`src/hdl/rdq_pkg.sv`:
```
// ----------------------------------------------------------------------------
// rdq_pkg
// Shared request codes, status codes and control types for the reversible
// double-ended queue.
// ----------------------------------------------------------------------------
package rdq_pkg;

  localparam int REQ_W    = 4;
  localparam int STATUS_W = 2;
  localparam int POS_W    = 10;
  localparam int VALUE_W  = 32;
  localparam int COUNT_W  = 11;

  typedef enum logic [REQ_W-1:0] {
    REQ_PUSH_L  = 4'd0,
    REQ_PUSH_R  = 4'd1,
    REQ_POP_L   = 4'd2,
    REQ_POP_R   = 4'd3,
    REQ_GET     = 4'd4,
    REQ_SET     = 4'd5,
    REQ_PEEK_L  = 4'd6,
    REQ_PEEK_R  = 4'd7,
    REQ_REVERSE = 4'd8
  } req_t;

  typedef enum logic [STATUS_W-1:0] {
    ST_OK    = 2'd0,
    ST_EMPTY = 2'd1,
    ST_RANGE = 2'd2,
    ST_FULL  = 2'd3
  } status_t;

  // Strobes for the single memory port.
  typedef struct packed {
    logic rd;
    logic wr;
  } mem_ctl_t;

endpackage

```
`src/hdl/rdq_ctrl.sv`:
```
// ----------------------------------------------------------------------------
// rdq_ctrl
// Queue bookkeeping: base slot, entry count and reverse flag, plus the slot
// address and port strobes for each accepted request.
// ----------------------------------------------------------------------------
module rdq_ctrl #(
  parameter int DEPTH      = 1024,
  parameter int DATA_WIDTH = 32
) (
  input  logic                         clk,
  input  logic                         rst,
  input  logic                         accept,
  input  logic [rdq_pkg::REQ_W-1:0]    req_type,
  input  logic [rdq_pkg::POS_W-1:0]    position,
  input  logic [DATA_WIDTH-1:0]        wdata_in,
  output rdq_pkg::mem_ctl_t            mem_ctl,
  output logic [$clog2(DEPTH)-1:0]     mem_addr,
  output logic [DATA_WIDTH-1:0]        mem_wdata,
  output rdq_pkg::status_t             status,
  output logic                         is_read,
  output logic [$clog2(DEPTH+1)-1:0]   count_after,
  output logic                         flag_after
);

  localparam int AW = $clog2(DEPTH);
  localparam int CW = $clog2(DEPTH + 1);
  localparam int PW = (CW > rdq_pkg::POS_W) ? CW : rdq_pkg::POS_W;

  logic [AW-1:0] base;
  logic [CW-1:0] count;
  logic          flag;

  logic [AW-1:0] base_next;
  logic [CW-1:0] count_next;
  logic          flag_next;

  logic [AW-1:0] base_inc;
  logic [AW-1:0] base_dec;
  logic [AW-1:0] offset;
  logic [AW:0]   slot_sum;
  logic          use_front;
  logic          full;
  logic          empty;
  logic          in_range;
  rdq_pkg::mem_ctl_t ctl;

  assign full     = (count == CW'(DEPTH));
  assign empty    = (count == '0);
  assign in_range = (PW'(position) < PW'(count));
  assign base_inc = (base == AW'(DEPTH - 1)) ? '0 : base + AW'(1);
  assign base_dec = (base == '0) ? AW'(DEPTH - 1) : base - AW'(1);

  always_comb begin
    status     = rdq_pkg::ST_OK;
    ctl        = '0;
    offset     = '0;
    use_front  = 1'b0;
    base_next  = base;
    count_next = count;
    flag_next  = flag;
    case (rdq_pkg::req_t'(req_type))
      rdq_pkg::REQ_PUSH_L, rdq_pkg::REQ_PUSH_R: begin
        if (full) begin
          status = rdq_pkg::ST_FULL;
        end else begin
          ctl.wr     = 1'b1;
          count_next = count + CW'(1);
          // The physical front is used when the logical end and flag differ.
          if ((req_type == rdq_pkg::REQ_PUSH_L) != flag) begin
            use_front = 1'b1;
            base_next = base_dec;
          end else begin
            offset = AW'(count);
          end
        end
      end
      rdq_pkg::REQ_POP_L, rdq_pkg::REQ_POP_R: begin
        if (empty) begin
          status = rdq_pkg::ST_EMPTY;
        end else begin
          count_next = count - CW'(1);
          if ((req_type == rdq_pkg::REQ_POP_L) != flag) begin
            base_next = base_inc;
          end
        end
      end
      rdq_pkg::REQ_GET, rdq_pkg::REQ_SET: begin
        if (!in_range) begin
          status = rdq_pkg::ST_RANGE;
        end else begin
          ctl.rd = (req_type == rdq_pkg::REQ_GET);
          ctl.wr = (req_type == rdq_pkg::REQ_SET);
          offset = flag ? AW'(count - CW'(1) - CW'(position)) : AW'(position);
        end
      end
      rdq_pkg::REQ_PEEK_L, rdq_pkg::REQ_PEEK_R: begin
        if (empty) begin
          status = rdq_pkg::ST_EMPTY;
        end else begin
          ctl.rd = 1'b1;
          offset = ((req_type == rdq_pkg::REQ_PEEK_L) == flag) ?
                   AW'(count - CW'(1)) : '0;
        end
      end
      rdq_pkg::REQ_REVERSE: begin
        flag_next = ~flag;
      end
      default: begin
      end
    endcase
  end

  // Offsets stay below DEPTH, so one compare and subtract wraps the sum.
  assign slot_sum = {1'b0, base} + {1'b0, offset};

  always_comb begin
    if (use_front) begin
      mem_addr = base_dec;
    end else if (slot_sum >= (AW+1)'(DEPTH)) begin
      mem_addr = AW'(slot_sum - (AW+1)'(DEPTH));
    end else begin
      mem_addr = AW'(slot_sum);
    end
  end

  assign mem_ctl.rd  = accept & ctl.rd;
  assign mem_ctl.wr  = accept & ctl.wr;
  assign mem_wdata   = wdata_in;
  assign is_read     = ctl.rd;
  assign count_after = count_next;
  assign flag_after  = flag_next;

  always_ff @(posedge clk) begin
    if (rst) begin
      base  <= '0;
      count <= '0;
      flag  <= 1'b0;
    end else if (accept) begin
      base  <= base_next;
      count <= count_next;
      flag  <= flag_next;
    end
  end

endmodule

```
`config.mk`:
```
export PLATFORM = sky130hd
export DESIGN_NAME = rdq_ctrl
export DESIGN_NICKNAME = d
export VERILOG_FILES = /design/src/hdl/rdq_pkg.sv /design/src/hdl/rdq_ctrl.sv
export SDC_FILE = /design/constraint.sdc
export NUM_CORES = 1
export LEC_CHECK = 0
export BUFFER_PORTS_ARGS = -buffer_cell sky130_fd_sc_hd__buf_4
export CAP_MARGIN = 10
export CORE_ASPECT_RATIO = 1.25
export CORE_MARGIN = 2
export CORE_UTILIZATION = 49
export DETAILED_ROUTE_END_ITERATION = 6
export GPL_TIMING_DRIVEN = 0
export PLACE_DENSITY = 0.79
export SETUP_SLACK_MARGIN = 0.02
export SLEW_MARGIN = 20
export SYNTH_ARGS = -nofsm -noshare
export SYNTH_HDL_FRONTEND = slang
export SYNTH_SLANG_ARGS = --single-unit
```
`constraint.sdc`:
```
create_clock -name clk -period 5.5 [get_ports clk]
set_clock_uncertainty 0.15 [all_clocks]
set_input_delay 0.825 -clock clk [delete_from_list [all_inputs] [get_ports clk]]
set_output_delay 0.825 -clock clk [all_outputs]
set_load 0.03 [all_outputs]
```
==> metrics.log <==
INFO  metric hold_crit_path_type = flop to flop
INFO  metric hold_viol_final = 0
INFO  metric report.final.setup_viol = 1
INFO  metric detailed_route_wire_length = 13000 um
INFO  metric drt.antenna.violating_nets = 0
INFO  metric static-leakage-power = 2.21 nW
INFO  metric final_critical_path_setup_slack = -0.152 ns
INFO  metric clock_sink_count = 22
INFO  metric power_density = 179 mW/mm^2
INFO  metric tightestPinTransition = 0.807 ns
INFO  metric synthesis.nets = 613
INFO  metric grt_start_max_net_pins = 13
INFO  metric place.port_buffers = 73
INFO  metric io-pin-count = 108
INFO  metric postCtsHoldBufs = 0
INFO  metric cts-buffers-inserted = 3
INFO  metric root_buffer = sky130_fd_sc_hd__clkbuf_8
INFO  metric layout_commonest_cell = sky130_fd_sc_hd__buf_4
INFO  metric final.fill_count = 671
INFO  metric drt-vias-per-instance = 6.18
INFO  metric distinct_cell_type_count_after_synthesis = 68
INFO  metric final_period_minus_worst_setup_slack = 5.65 ns
INFO  metric syn_to_final_growth = 31.3%
INFO  metric commonest_non_fill_non_tap_cells_in_the_layout = sky130_fd_sc_hd__buf_4 (131), sky130_fd_sc_hd__nor2_1 (56), sky130_fd_sc_hd__nand2_1 (34)
INFO  metric cp-startpoint = count[5]
INFO  metric min_delay_path_depth = 2
INFO  metric dieArea = 0.00838 mm^2
INFO  metric synthesis.area = 0.00375 mm^2
INFO  metric worst_path_largest_cell_delay = 0.39 ns
INFO  metric run_status = finished, violations left
INFO  metric global_route_wire_length_before_repair = 19500 um
INFO  metric cp.buffers_inverters = 1
INFO  metric cap_viol_max_count = 0
INFO  metric wl_per_cell = 18.1 um
INFO  metric synth_warnings = 0
INFO  metric drt_first_iter_violations = 319
INFO  metric grt_remaining_overflow = 0
INFO  metric tritoncts = yes
INFO  metric non_filler_cells_final = 720
INFO  metric initial_utilization = 50.7%
INFO  metric crit_slowest_cell = sky130_fd_sc_hd__or3_4
INFO  metric slew_hr = 45.8%
INFO  metric drt_first_pass_iters = 7
INFO  metric violations_in_the_final_reports = design-rule violations, negative setup slack
INFO  metric design_power_total = 0.880 mW
INFO  metric cp_num_cells = 17
INFO  metric die_width = 82.3 um
INFO  metric std_cell_rows = 35
INFO  metric r2r_cells = 9
INFO  metric fin_hold_ws = 0.456 ns
INFO  metric rsz_0062_raised_after_global_routing = yes
INFO  metric number_of_enable_type_register_cells_in_the_synthesized_netlist = 0
INFO  metric max-clock-path-buffers = 2
INFO  metric dp.cells = 694
INFO  metric placement.setup.worst_slack = -0.781 ns
INFO  metric largest_delay_share_family_worst_path = simple AND/OR/NAND/NOR gates
INFO  metric clock_insertion_delay_worst_skew = 0.27 ns
INFO  metric crit_type = flop to output pin
INFO  metric ys.flop_type = sky130_fd_sc_hd__dfxtp_1
INFO  metric hold_path.startpoint = count[4]
INFO  metric vdd_ir_drop_max = 0.129 mV
INFO  metric crit_path_end_kind = output pin
INFO  metric netlist_top_cells_area = sky130_fd_sc_hd__dfxtp_1 (12%), sky130_fd_sc_hd__ha_1 (11%), sky130_fd_sc_hd__buf_4 (6.4%)
INFO  metric route.vias.total = 4449
INFO  metric ys_ff_latch = 22
INFO  metric timing.critical_path.from_type = flop
INFO  metric syn_area_per_cell = 7.09 um^2
INFO  metric via_count_of_the_first_global_routing_pass = 4080
INFO  metric final.period_utilization = 103%
INFO  metric grt_use_total = 29.6%
INFO  metric place_congestion = 0.951
INFO  metric dp_hpwl = 9460 um
INFO  metric max_freq = 177 MHz
INFO  metric core-area = 0.00740 mm^2
INFO  metric drc_errors = 6
INFO  metric worst-endpoint-arrival = 4.68 ns
INFO  metric synth_async_sr_flop_share = 0%
INFO  metric totalNegativeSetupSlack = -0.152 ns
INFO  metric fin_nets = 713
INFO  metric synth_cells = 529
INFO  metric dieHeight = 102 um
INFO  metric crit-reg2reg-launch = count[0]
INFO  metric grt_antenna_before_repair = 0
INFO  metric cp_cell_sequence = nor4_4, nand4_1, xnor2_2, ha_1, and2_4, a221o_1, or3_4, a31oi_4, o22ai_2, ha_4, nor3_2, a2111oi_4, o211ai_1, and2_1, a311oi_2, nand3_1, buf_6
INFO  metric cp_max_fo = 4
INFO  metric crit_required = 4.53 ns
INFO  metric cts.reportedPaths.clkPinSlew = 0.10 ns
INFO  metric ctsHtreeMaxLevel = 1
INFO  metric layout-drive-gt1-share = 31.8%
INFO  metric finalMaxSlewViolations = 0
INFO  metric synth_top_area_share = 11.7%
INFO  metric diodes_inserted = 0
INFO  metric synth.largest_area_cell = sky130_fd_sc_hd__dfxtp_1
INFO  metric synth_seq_area_share = 11.7%
[synth_stat cells (9+ instances only)]
master,number
sky130_fd_sc_hd__nand3_1,19
sky130_fd_sc_hd__clkbuf_1,18
sky130_fd_sc_hd__dfxtp_1,22
sky130_fd_sc_hd__nor3_1,14
sky130_fd_sc_hd__nand2_1,34
sky130_fd_sc_hd__xnor2_1,21
sky130_fd_sc_hd__inv_1,34
sky130_fd_sc_hd__nand4_1,9
sky130_fd_sc_hd__xor2_1,12
sky130_fd_sc_hd__buf_4,32
sky130_fd_sc_hd__a21oi_1,36
sky130_fd_sc_hd__o21ai_0,32
sky130_fd_sc_hd__ha_1,33
sky130_fd_sc_hd__nor2_1,57
sky130_fd_sc_hd__a31oi_1,10
[state kept, by name (all words and copies together), names as in the netlist]
register,count
base,10
count,11
flag,1
[cells by family after synthesis]
family	after synthesis	share of synthesized area (%)
compound gates	153	27.3
xor+xnor	34	8.14
fa+ha+maj	35	12.1
buf+inv	95	13.9
flops	22	11.7
mux	8	2.13
simple gates	182	24.7
[layout make-up]
cell class              instances  area, um^2  share of cell area [%]
inverters                      36         150                    3.05
multi-input cells             412        3040                    61.7
repair buffers                100         758                    15.4
plain buffers                  54         349                    7.08
flip-flops and latches         22         460                    9.34
well taps                      92         115                    2.34
clock buffers                   4        55.1                    1.12
[metrics by stage]
step | utilization (%) | area [um^2]
3_5_place_dp | 59.7 | 4420
6_report | 66.6 | 4930
3_3_place_gp | 59.7 | 4420
2_1_floorplan | - | 3760
4_1_cts | 64.2 | 4750
5_1_grt | 66.6 | 4930
[metal layers]
metal | GRT usage, % | up-vias | share of wire, %
met4 | 16.0 | 0 | 5.8
met3 | 4.15 | 73 | 7.1
li1 | - | 2076 | -
met5 | 0 | - | 0
met1 | 33.0 | 2036 | 36
met2 | 53.0 | 264 | 51
[worst min-delay path, stage by stage (launching register included)]
cell,delay (ns)
sky130_fd_sc_hd__dfxtp_4,0.40
sky130_fd_sc_hd__mux2i_1,0.13
sky130_fd_sc_hd__nor2_1,0.04
[worst paths after layout]
| check | endpoint | slack (ns) |
|---|---|---|
| min | count[4] | 0.46 |
| max reg2reg | base[9] | 2.67 |
| min reg2reg | count[4] | 0.46 |
| max | mem_addr[9] | -0.15 |
[timing repair]
action / 4_1_cts / 5_1_grt
gates resized for setup: 40 / 31
setup endpoints to repair: 6 / 5
setup buffers: 21 / 6
pin swaps: 21 / 14
[power breakdown]
group          switching [mW]  internal [mW]  total [mW]
clock                  0.0625         0.0640       0.127
sequential             0.0132          0.166       0.179
combinational           0.328          0.247       0.575
(Power assumes the default switching activity.)
